File: config.mk
export PLATFORM = sky130hd
export DESIGN_NAME = pileup_nucleotide_diversity
export DESIGN_NICKNAME = d
export VERILOG_FILES = /design/src/pnd_pkg.sv /design/src/pileup_nucleotide_diversity.sv /design/src/pnd_ctrl.sv /design/src/pnd_div.sv /design/src/pnd_dp.sv
export SDC_FILE = /design/constraint.sdc
export NUM_CORES = 2
export LEC_CHECK = 0
export BUFFER_PORTS_ARGS = -buffer_cell sky130_fd_sc_hd__buf_2
export CORE_AREA = 4 4 305 307
export CTS_CLUSTER_DIAMETER = 120
export CTS_CLUSTER_SIZE = 10
export DETAILED_ROUTE_END_ITERATION = 7
export DIE_AREA = 0 0 309 311
export GPL_TIMING_DRIVEN = 0
export HOLD_SLACK_MARGIN = 0.15
export PLACE_DENSITY = 0.66
export RECOVER_POWER = 25
export SLEW_MARGIN = 10
export SYNTH_ARGS = -nofsm -noshare
export SYNTH_HDL_FRONTEND = slang
export SYNTH_SLANG_ARGS = --single-unit
File: constraint.sdc
create_clock -name clk_i -period 11.3 [get_ports clk_i]
set_input_delay 1.13 -clock clk_i [delete_from_list [all_inputs] [get_ports clk_i]]
set_output_delay 1.13 -clock clk_i [all_outputs]
set_load 0.02 [all_outputs]
File: src/pnd_pkg.sv
// ----------------------------------------------------------------------------
// Pileup nucleotide diversity package
// Widths, character codes, base decoding and controller interface types.
// ----------------------------------------------------------------------------
package pnd_pkg;

  localparam int COUNT_BITS    = 16;
  localparam int FRACTION_BITS = 16;

  localparam int NUM_BASES = 5;
  localparam int DEPTH_W   = 16;
  localparam int LOCI_W    = 32;
  localparam int N_W       = COUNT_BITS + 3;
  localparam int CMP_W     = (N_W > DEPTH_W) ? N_W : DEPTH_W;
  localparam int MUL_W     = 2 * N_W;
  localparam int DIV_W     = (MUL_W > LOCI_W) ? MUL_W : LOCI_W;
  localparam int QUO_W     = FRACTION_BITS + 1;
  localparam int SUM_W     = FRACTION_BITS + 33;
  localparam int STEP_W    = $clog2(FRACTION_BITS + 1);

  localparam logic [DEPTH_W-1:0] DEPTH_RESET = 16'd10;
  localparam logic [DEPTH_W-1:0] DEPTH_FLOOR = 16'd2;
  localparam int                 MUL_LAST    = 6;

  localparam logic [7:0] CHAR_DOT   = 8'h2E;
  localparam logic [7:0] CHAR_COMMA = 8'h2C;
  localparam logic [7:0] CHAR_A_UC  = 8'h41;
  localparam logic [7:0] CHAR_A_LC  = 8'h61;
  localparam logic [7:0] CHAR_C_UC  = 8'h43;
  localparam logic [7:0] CHAR_C_LC  = 8'h63;
  localparam logic [7:0] CHAR_G_UC  = 8'h47;
  localparam logic [7:0] CHAR_G_LC  = 8'h67;
  localparam logic [7:0] CHAR_T_UC  = 8'h54;
  localparam logic [7:0] CHAR_T_LC  = 8'h74;

  typedef enum logic [2:0] {
    BASE_MATCH = 3'd0,
    BASE_A     = 3'd1,
    BASE_C     = 3'd2,
    BASE_G     = 3'd3,
    BASE_T     = 3'd4,
    BASE_OTHER = 3'd5
  } base_e;

  typedef struct packed {
    logic              count_char;
    logic              load_sum;
    logic              mul_step;
    logic [STEP_W-1:0] step;
    logic              div_load_locus;
    logic              div_load_report;
    logic              div_step;
    logic              emit_locus;
    logic              emit_report;
    logic              clear_locus;
  } pnd_cmd_t;

  typedef struct packed {
    logic deep_enough;
    logic out_free;
  } pnd_status_t;

  function automatic base_e base_class(input logic [7:0] ch);
    base_e cls;
    unique case (ch)
      CHAR_DOT, CHAR_COMMA:   cls = BASE_MATCH;
      CHAR_A_UC, CHAR_A_LC:   cls = BASE_A;
      CHAR_C_UC, CHAR_C_LC:   cls = BASE_C;
      CHAR_G_UC, CHAR_G_LC:   cls = BASE_G;
      CHAR_T_UC, CHAR_T_LC:   cls = BASE_T;
      default:                cls = BASE_OTHER;
    endcase
    return cls;
  endfunction

endpackage

File: src/pileup_nucleotide_diversity.sv
// ----------------------------------------------------------------------------
// Pileup nucleotide diversity
// Per-locus nucleotide diversity from pileup base characters, with mean report.
// ----------------------------------------------------------------------------
// The input channel carries one word per pileup base character, or a report
// request when func_i is high. The output channel carries per-locus diversity
// words and report words. Both use valid and stall; the receiver drives stall.
// A character that does not end a locus is counted without stalling the
// input. A locus end that is shallower than the depth threshold passes
// through a depth sum and returns to idle. A deep enough locus end holds
// the input through a depth sum, a multiplier pass for six pair products, a
// divider load, FRACTION_BITS + 1 quotient bits at one per cycle and an
// output state. A report loads the divider on acceptance and holds the input
// through the quotient bits and the output state. While the receiver stalls,
// a finished word sits in the output register; characters keep flowing in,
// and the next result waits until the register is free. The depth threshold
// is written through its own valid and ready channel, which is always ready.
// Reset clears the base counters, the loci count and the running sum,
// empties the output register and sets the depth threshold to 10.
// ----------------------------------------------------------------------------
module pileup_nucleotide_diversity
  import pnd_pkg::*;
(
  input  logic               clk_i,
  input  logic               rst_ni,
  input  logic               cfg_valid_i,
  output logic               cfg_ready_o,
  input  logic [DEPTH_W-1:0] cfg_least_depth_i,
  input  logic               in_valid_i,
  output logic               in_stall_o,
  input  logic               func_i,
  input  logic [7:0]         base_char_i,
  input  logic               last_of_locus_i,
  input  logic [LOCI_W-1:0]  locus_position_i,
  output logic               out_valid_o,
  input  logic               out_stall_i,
  output logic               kind_o,
  output logic [LOCI_W-1:0]  position_out_o,
  output logic [QUO_W-1:0]   locus_diversity_o,
  output logic [LOCI_W-1:0]  loci_counted_o,
  output logic [QUO_W-1:0]   mean_pi_o,
  output logic               count_overflow_o
);

  pnd_cmd_t    cmd;
  pnd_status_t status;

  assign cfg_ready_o = 1'b1;

  pnd_ctrl u_ctrl (
    .clk_i           (clk_i),
    .rst_ni          (rst_ni),
    .in_valid_i      (in_valid_i),
    .func_i          (func_i),
    .last_of_locus_i (last_of_locus_i),
    .status_i        (status),
    .cmd_o           (cmd),
    .in_stall_o      (in_stall_o)
  );

  pnd_dp u_dp (
    .clk_i             (clk_i),
    .rst_ni            (rst_ni),
    .cmd_i             (cmd),
    .status_o          (status),
    .cfg_valid_i       (cfg_valid_i && cfg_ready_o),
    .cfg_least_depth_i (cfg_least_depth_i),
    .base_char_i       (base_char_i),
    .locus_position_i  (locus_position_i),
    .out_stall_i       (out_stall_i),
    .out_valid_o       (out_valid_o),
    .kind_o            (kind_o),
    .position_out_o    (position_out_o),
    .locus_diversity_o (locus_diversity_o),
    .loci_counted_o    (loci_counted_o),
    .mean_pi_o         (mean_pi_o),
    .count_overflow_o  (count_overflow_o)
  );

endmodule

File: src/pnd_ctrl.sv
// ----------------------------------------------------------------------------
// Pileup nucleotide diversity controller
// Sequences base counting, depth check, pair products, division and output.
// ----------------------------------------------------------------------------
module pnd_ctrl
  import pnd_pkg::*;
(
  input  logic        clk_i,
  input  logic        rst_ni,
  input  logic        in_valid_i,
  input  logic        func_i,
  input  logic        last_of_locus_i,
  input  pnd_status_t status_i,
  output pnd_cmd_t    cmd_o,
  output logic        in_stall_o
);

  localparam logic [2:0] ST_IDLE = 3'd0;
  localparam logic [2:0] ST_SUM  = 3'd1;
  localparam logic [2:0] ST_MUL  = 3'd2;
  localparam logic [2:0] ST_LOAD = 3'd3;
  localparam logic [2:0] ST_DIV  = 3'd4;
  localparam logic [2:0] ST_DONE = 3'd5;

  logic [2:0]        state_q, state_d;
  logic [STEP_W-1:0] step_q, step_d;
  logic              report_q, report_d;
  logic              accept;

  assign in_stall_o = (state_q != ST_IDLE);
  assign accept     = in_valid_i && (state_q == ST_IDLE);

  always_comb begin
    state_d  = state_q;
    step_d   = step_q;
    report_d = report_q;
    cmd_o    = '0;
    cmd_o.step = step_q;
    unique case (state_q)
      ST_IDLE: begin
        if (accept) begin
          report_d = func_i;
          if (func_i) begin
            cmd_o.div_load_report = 1'b1;
            step_d  = '0;
            state_d = ST_DIV;
          end else begin
            cmd_o.count_char = 1'b1;
            if (last_of_locus_i) begin
              state_d = ST_SUM;
            end
          end
        end
      end
      ST_SUM: begin
        cmd_o.load_sum = 1'b1;
        step_d = '0;
        if (status_i.deep_enough) begin
          state_d = ST_MUL;
        end else begin
          cmd_o.clear_locus = 1'b1;
          state_d = ST_IDLE;
        end
      end
      ST_MUL: begin
        cmd_o.mul_step = 1'b1;
        if (step_q == STEP_W'(MUL_LAST)) begin
          state_d = ST_LOAD;
        end else begin
          step_d = step_q + 1'b1;
        end
      end
      ST_LOAD: begin
        cmd_o.div_load_locus = 1'b1;
        step_d  = '0;
        state_d = ST_DIV;
      end
      ST_DIV: begin
        cmd_o.div_step = 1'b1;
        if (step_q == STEP_W'(FRACTION_BITS)) begin
          state_d = ST_DONE;
        end else begin
          step_d = step_q + 1'b1;
        end
      end
      ST_DONE: begin
        if (status_i.out_free) begin
          if (report_q) begin
            cmd_o.emit_report = 1'b1;
          end else begin
            cmd_o.emit_locus  = 1'b1;
            cmd_o.clear_locus = 1'b1;
          end
          state_d = ST_IDLE;
        end
      end
      default: begin
        state_d = ST_IDLE;
      end
    endcase
  end

  always_ff @(posedge clk_i or negedge rst_ni) begin
    if (!rst_ni) begin
      state_q  <= ST_IDLE;
      step_q   <= '0;
      report_q <= 1'b0;
    end else begin
      state_q  <= state_d;
      step_q   <= step_d;
      report_q <= report_d;
    end
  end

endmodule

File: src/pnd_div.sv
// ----------------------------------------------------------------------------
// Pileup nucleotide diversity divider
// Restoring divider producing one quotient bit per cycle while step_i is high.
// ----------------------------------------------------------------------------
module pnd_div
  import pnd_pkg::*;
(
  input  logic             clk_i,
  input  logic             load_i,
  input  logic             step_i,
  input  logic [DIV_W-1:0] rem_init_i,
  input  logic [QUO_W-1:0] low_init_i,
  input  logic [DIV_W-1:0] den_i,
  output logic [QUO_W-1:0] quo_o
);

  logic [DIV_W-1:0] rem_q, rem_d;
  logic [QUO_W-1:0] low_q, low_d;
  logic [DIV_W-1:0] den_q, den_d;
  logic [QUO_W-1:0] quo_q, quo_d;
  logic [DIV_W:0]   trial;
  logic [DIV_W:0]   diff;
  logic             fits;

  assign trial = {rem_q, low_q[QUO_W-1]};
  assign diff  = trial - {1'b0, den_q};
  assign fits  = (trial >= {1'b0, den_q});

  always_comb begin
    rem_d = rem_q;
    low_d = low_q;
    den_d = den_q;
    quo_d = quo_q;
    if (load_i) begin
      rem_d = rem_init_i;
      low_d = low_init_i;
      den_d = den_i;
      quo_d = '0;
    end else if (step_i) begin
      rem_d = fits ? diff[DIV_W-1:0] : trial[DIV_W-1:0];
      low_d = {low_q[QUO_W-2:0], 1'b0};
      quo_d = {quo_q[QUO_W-2:0], fits};
    end
  end

  always_ff @(posedge clk_i) begin
    rem_q <= rem_d;
    low_q <= low_d;
    den_q <= den_d;
    quo_q <= quo_d;
  end

  assign quo_o = quo_q;

endmodule

File: src/pnd_dp.sv
// ----------------------------------------------------------------------------
// Pileup nucleotide diversity datapath
// Base counters, pair products, divider, running totals and output register.
// ----------------------------------------------------------------------------
module pnd_dp
  import pnd_pkg::*;
(
  input  logic               clk_i,
  input  logic               rst_ni,
  input  pnd_cmd_t           cmd_i,
  output pnd_status_t        status_o,
  input  logic               cfg_valid_i,
  input  logic [DEPTH_W-1:0] cfg_least_depth_i,
  input  logic [7:0]         base_char_i,
  input  logic [LOCI_W-1:0]  locus_position_i,
  input  logic               out_stall_i,
  output logic               out_valid_o,
  output logic               kind_o,
  output logic [LOCI_W-1:0]  position_out_o,
  output logic [QUO_W-1:0]   locus_diversity_o,
  output logic [LOCI_W-1:0]  loci_counted_o,
  output logic [QUO_W-1:0]   mean_pi_o,
  output logic               count_overflow_o
);

  logic [DEPTH_W-1:0]    least_depth_q;
  logic [COUNT_BITS-1:0] cnt_q [NUM_BASES];
  logic                  sat_q;
  logic [LOCI_W-1:0]     pos_q;
  logic [N_W-1:0]        n_q;
  logic [MUL_W-1:0]      prod_q;
  logic [MUL_W-1:0]      sub_q;
  logic [MUL_W-1:0]      total_q;
  logic [LOCI_W-1:0]     loci_q;
  logic [SUM_W-1:0]      sum_q;

  logic                  out_valid_q;
  logic                  kind_q;
  logic [LOCI_W-1:0]     position_q;
  logic [QUO_W-1:0]      diversity_q;
  logic [LOCI_W-1:0]     counted_q;
  logic [QUO_W-1:0]      mean_q;
  logic                  overflow_q;

  base_e                 cls;
  logic [N_W-1:0]        n_sum;
  logic [DEPTH_W-1:0]    thr;
  logic [N_W-1:0]        mul_a;
  logic [N_W-1:0]        mul_a_m1;
  logic [MUL_W-1:0]      prod_d;
  logic [MUL_W-1:0]      num;
  logic                  use_report;
  logic [DIV_W-1:0]      rem_init;
  logic [QUO_W-1:0]      low_init;
  logic [DIV_W-1:0]      den;
  logic [QUO_W-1:0]      quo;
  logic                  loci_full;
  logic [SUM_W:0]        sum_ext;
  logic [SUM_W-1:0]      sum_d;

  assign cls = base_class(base_char_i);

  always_comb begin
    n_sum = '0;
    for (int i = 0; i < NUM_BASES; i++) begin
      n_sum = n_sum + N_W'(cnt_q[i]);
    end
  end

  assign thr = (least_depth_q < DEPTH_FLOOR) ? DEPTH_FLOOR : least_depth_q;
  assign status_o.deep_enough = (CMP_W'(n_sum) >= CMP_W'(thr));
  assign status_o.out_free    = !out_valid_q || !out_stall_i;

  always_comb begin
    unique case (cmd_i.step)
      STEP_W'(0): mul_a = N_W'(cnt_q[0]);
      STEP_W'(1): mul_a = N_W'(cnt_q[1]);
      STEP_W'(2): mul_a = N_W'(cnt_q[2]);
      STEP_W'(3): mul_a = N_W'(cnt_q[3]);
      STEP_W'(4): mul_a = N_W'(cnt_q[4]);
      default:    mul_a = n_q;
    endcase
  end

  assign mul_a_m1 = mul_a - N_W'(1);
  assign prod_d   = MUL_W'(mul_a) * MUL_W'(mul_a_m1);

  // The locus quotient is (num << FRACTION_BITS) / den, split into a high
  // remainder seed and the bits shifted in one per step.
  assign num        = total_q - sub_q;
  assign use_report = cmd_i.div_load_report;
  assign rem_init   = use_report ? DIV_W'(sum_q >> QUO_W) : DIV_W'(num >> 1);
  assign low_init   = use_report ? sum_q[QUO_W-1:0] : {num[0], {FRACTION_BITS{1'b0}}};
  assign den        = use_report ? DIV_W'(loci_q) : DIV_W'(total_q);

  pnd_div u_div (
    .clk_i      (clk_i),
    .load_i     (cmd_i.div_load_locus || cmd_i.div_load_report),
    .step_i     (cmd_i.div_step),
    .rem_init_i (rem_init),
    .low_init_i (low_init),
    .den_i      (den),
    .quo_o      (quo)
  );

  assign loci_full = (loci_q == {LOCI_W{1'b1}});
  assign sum_ext   = {1'b0, sum_q} + (SUM_W + 1)'(quo);
  assign sum_d     = sum_ext[SUM_W] ? {SUM_W{1'b1}} : sum_ext[SUM_W-1:0];

  always_ff @(posedge clk_i or negedge rst_ni) begin
    if (!rst_ni) begin
      least_depth_q <= DEPTH_RESET;
      for (int i = 0; i < NUM_BASES; i++) begin
        cnt_q[i] <= '0;
      end
      sat_q       <= 1'b0;
      loci_q      <= '0;
      sum_q       <= '0;
      out_valid_q <= 1'b0;
    end else begin
      if (cfg_valid_i) begin
        least_depth_q <= cfg_least_depth_i;
      end
      if (cmd_i.clear_locus) begin
        for (int i = 0; i < NUM_BASES; i++) begin
          cnt_q[i] <= '0;
        end
        sat_q <= 1'b0;
      end else if (cmd_i.count_char) begin
        for (int i = 0; i < NUM_BASES; i++) begin
          if (3'(i) == 3'(cls)) begin
            if (cnt_q[i] == {COUNT_BITS{1'b1}}) begin
              sat_q <= 1'b1;
            end else begin
              cnt_q[i] <= cnt_q[i] + 1'b1;
            end
          end
        end
      end
      if (cmd_i.emit_locus && !loci_full) begin
        loci_q <= loci_q + 1'b1;
        sum_q  <= sum_d;
      end
      if (cmd_i.emit_locus || cmd_i.emit_report) begin
        out_valid_q <= 1'b1;
      end else if (!out_stall_i) begin
        out_valid_q <= 1'b0;
      end
    end
  end

  always_ff @(posedge clk_i) begin
    if (cmd_i.count_char) begin
      pos_q <= locus_position_i;
    end
    if (cmd_i.load_sum) begin
      n_q   <= n_sum;
      sub_q <= '0;
    end
    if (cmd_i.mul_step) begin
      prod_q <= prod_d;
      if ((cmd_i.step >= STEP_W'(1)) && (cmd_i.step < STEP_W'(MUL_LAST))) begin
        sub_q <= sub_q + prod_q;
      end
      if (cmd_i.step == STEP_W'(MUL_LAST)) begin
        total_q <= prod_q;
      end
    end
    if (cmd_i.emit_locus) begin
      kind_q      <= 1'b0;
      position_q  <= pos_q;
      diversity_q <= quo;
      counted_q   <= loci_full ? loci_q : loci_q + 1'b1;
      mean_q      <= '0;
      overflow_q  <= sat_q || loci_full;
    end else if (cmd_i.emit_report) begin
      kind_q      <= 1'b1;
      position_q  <= '0;
      diversity_q <= '0;
      counted_q   <= loci_q;
      mean_q      <= (loci_q == '0) ? '0 : quo;
      overflow_q  <= loci_full;
    end
  end

  assign out_valid_o       = out_valid_q;
  assign kind_o            = kind_q;
  assign position_out_o    = position_q;
  assign locus_diversity_o = diversity_q;
  assign loci_counted_o    = counted_q;
  assign mean_pi_o         = mean_q;
  assign count_overflow_o  = overflow_q;

endmodule

==> results.md <==
| Stage | Metric | This run |
| --- | --- | --- |
| routing | Detailed Routing Iterations Pass 1 | 7 |
| finish | End-of-flow core utilization | 0.549 |
| grt | Total gr overflow | 0 |
| synthesis | Number of storage elements in the synthesis netlist | 561 |
| synthesis | Number of flops mapped to enable cells by yosys | 301 |
| critical path | Arrival @ worst endpoint | 11240 ps |
| sta | Worst slew margin relative to its limit | -2.55 |
| sta | Final worst-path cycle share | 0.962 |
| critical path | Startpoint kind of the worst setup timing path | register |
| routing | Post-detailed-route wirelength per cell | 20.1 µm |
| sta | Clock Skew | 49.8 ps |
| grt | Maximum number of pins on one net before global-route repair | 100 |
| synthesis | Area share of the largest cell type after synthesis | 0.201 |
| run status | Result of the run | finished with violations |
| hold path | Worst min path class | reg -> reg |
| critical path | Crit path max-delay cell type | fa_1 |
| placed design | Area after DPL | 47500 µm² |
| routing | Total via count after detailed routing | 34200 |
| cts | Clock transition at the registers of the reported paths | 50 ps |
| routing | Routed via count divided by cell count | 5.59 |
| floorplan | Die Span X | 309 µm |
| grt | Vias in the first global route | 34300 |
| floorplan | Placeable Area | 90000 µm² |
| floorplan | Top-level port count | 166 |
| synthesis | Distinct cells, synth | 105 |
| synthesis | Mapped Area | 45000 µm² |
| critical path | Register-to-register path setup slack | 430 ps |
| sta | Max frequency | 92.0 MHz |
| finish | Area of all placed cells without fillers | 49400 µm² |
| finish | Net count, final | 5619 |
| critical path | Cell family with most CP delay | adder cells |
| placed design | Port bufs | 164 |
| run status | Failing checks | capacitance limit, slew limit |
| sta | Post-layout min period | 10870 ps |
| cts | Clk_lat worst skew | 640 ps |
| run | Maxcap violations | 2 |
| synthesis | Fraction of the yosys area taken by sequential cells | 0.337 |
| synthesis | Top cell type by total area after synthesis | edfxtp_1 |
| sta | Setup repair after global routing missed its margin | false |
| placed design | Half-perimeter wire length after detailed placement | 98800 µm |
| routing | Number of DRC violations after detailed routing | 0 |
| grt | All-layer global routing usage | 0.259 |
| critical path | Critical Path RT | 11670 ps |
| cts | TritonCTS buffer count | 66 |
| cts | Buffer depth of the longest clock path | 3 |
| finish | P&R area growth vs syn | 9.88% |
| routing | Detail Route Antenna Nets | 0 |
| critical path | Most frequent cell on the critical path | inv_1 |
| routing | Routed Wire Length | 123000 µm |
| synthesis | Cell types with the largest area share after synthesis | edfxtp_1 (20%), fa_1 (14%), dfrtp_1 (10%), ha_1 (9.2%), inv_1 (5.3%) |
| synthesis | Flip-flop cell with the highest count after synthesis | edfxtp_1 |
| synthesis | Synth Instances | 4666 |
| floorplan | Die area | 96100 µm² |
| critical path | CP bufs+invs | 11 |
| critical path | Crit path kind | reg -> reg |
| sta | Fin. max-slew vios | 191 |
| cts | Num Clock Sinks | 561 |
| synthesis | Average cell area after synthesis | 9.64 µm² |
| finish | Fraction of final layout cells sized beyond drive strength 1 | 0.112 |
| floorplan | Number of core rows | 110 |
| placed design | Routability cong. | 0.952 |
| grt | First-pass GRT wire length | 195000 µm |
| synthesis | Yosys warnings | 0 |
| cts | Clock Tree Root | clkbuf_16 |
| critical path | Critical Path Max Stage Delay | 690 ps |
| sta | Final Hold Violating Endpoints | 0 |
| critical path | Critical path peak fanout | 10 |
| floorplan | Height of the die | 311 µm |
| cts | Clock tree from TritonCTS | done |
| cts | Max H-tree Level | 3 |
| grt | Number of antenna violations at the first check in global routing | 2 |
| critical path | Sort of element at the end of the critical path | register |
| floorplan | Initial core utilization | 0.500 |
| synthesis | Synthesized net count | 5384 |
| sta | Setup violators final | 0 |
| routing | Iter 0 DRT Violations | 2690 |
| sta | Worst Tran Pin Value | 5320 ps |
| synthesis | Ys async rst share | 0.335 |
[cell type report]
cell class              count  area (µm²)
repair buffers            173         930
inverters                 638        2400
plain buffers             157         676
diodes                      1        2.50
clock buffers             110        1830
clock inverters             8         171
flip-flops and latches    561       15200
multi-input cells        3304       26800
well taps                1176        1470
fillers                  8219       40600
[placed cells by master, fill, tap and decap left out, drive strengths merged, types with 186 or more instances in the layout]
cell type    n
inv        640
nor2       382
clkbuf     241
buf        199
dfrtp      186
o21ai      200
nand2      328
or2        193
edfxtp     301
ha         330
fa         325
[metrics by stage]
step	hold WS [ps]	cells	setup TNS (ps)	setup slack, ps
after global routing	466	6128	0	1.72
final	453	6128	0	433
after global placement	433	6006	-621	-279
after floorplan	431	4666	0	2090
after detailed placement	445	6012	-735	-313
after CTS	455	6127	0	135
[worst min-delay path: stages (launching register included)]
cell     delay, ps
dfxtp_1        300
nand2_1         50
nand2_1         50
[sequential cells by signal, indices dropped and copies added, names as in the netlist, 3 cells and up]
register and cells:
u_dp.prod_q 37, u_dp.loci_counted_o 32, u_dp.u_div.den_q 38, u_ctrl.step_q 5
u_dp.pos_q 32, u_dp.u_div.quo_o 17, u_dp.mean_pi_o 17, u_dp.locus_diversity_o 17
u_dp.position_out_o 32, u_ctrl.state_q 3, u_dp.least_depth_q 16, u_dp.u_div.rem_q 38
u_dp.sum_q 49, u_dp.cnt_q 80, u_dp.n_q 19, u_dp.total_q 37
u_dp.loci_q 32, u_dp.u_div.low_q 17, u_dp.sub_q 38
[final timing paths]
| kind | startpoint | endpoint | cells past startpoint |
|---|---|---|---|
| min in group asynchronous | rst_ni | u_dp.sum_q[14] | 1 |
| max in group asynchronous | rst_ni | u_dp.least_depth_q[0] | 2 |
| worst max register to register | u_ctrl.step_q[0] | u_dp.prod_q[37] | 37 |
| worst max-delay path | u_ctrl.step_q[0] | u_dp.prod_q[37] | 37 |
| worst min register to register | u_dp.kind_o | u_dp.kind_o | 2 |
| worst min-delay path | u_dp.kind_o | u_dp.kind_o | 2 |
[synth_stat cells, drive strengths merged, types with 10 or more instances]
master,instances
or2,193
a22oi,25
edfxtp,301
o31ai,20
or3,40
a211oi,21
xor2,122
ha,330
and2,69
a221o,20
nor3,78
and4,10
xnor2,185
o21bai,17
buf,30
dfxtp,72
nor2,382
clkbuf,133
nand2,328
a22o,18
o211ai,20
a21o,81
o21a,32
and3,45
dfrtp,186
inv,638
nand4,51
mux2i,24
a222oi,16
nand2b,42
o21ai,200
fa,325
nor2b,28
nand3,148
a21oi,183
a31oi,48
nor4,24
mux2,37
o31a,11
[kinds of logic (layout without fill, tap and decap cells)]
logic type,after synthesis,count (layout),share of synthesized area
other,1,2,0.0000833
buffers and inverters,801,1086,0.0686
multiplexers,61,61,0.0155
AO/OA/AOI/OAI,807,807,0.118
adder cells (fa/ha/maj),655,655,0.236
XOR/XNOR,307,307,0.0598
AND/OR/NAND/NOR,1473,1473,0.164
flip-flops,561,561,0.337
[per-layer routing]
metal / GRT usage / vias to the layer above / wire, µm
li1: - / 16300 / -
met1: 0.349 / 16600 / 53500
met2: 0.425 / 1035 / 57900
met3: 0.0388 / 243 / 7070
met4: 0.0938 / 0 / 4850
met5: 0 / - / 0
[repair_timing]
action | in CTS | in global routing
setup endpoints to repair | 4 | 4
setup buffers | 0 | 3
hold buffers | 0 | 0
cloned | 0 | 0
resized for setup | 3 | 13
Power is left out: the tool's default activity adds up to more than one toggle a clock period on the data nets, which glitch-free logic cannot reach.
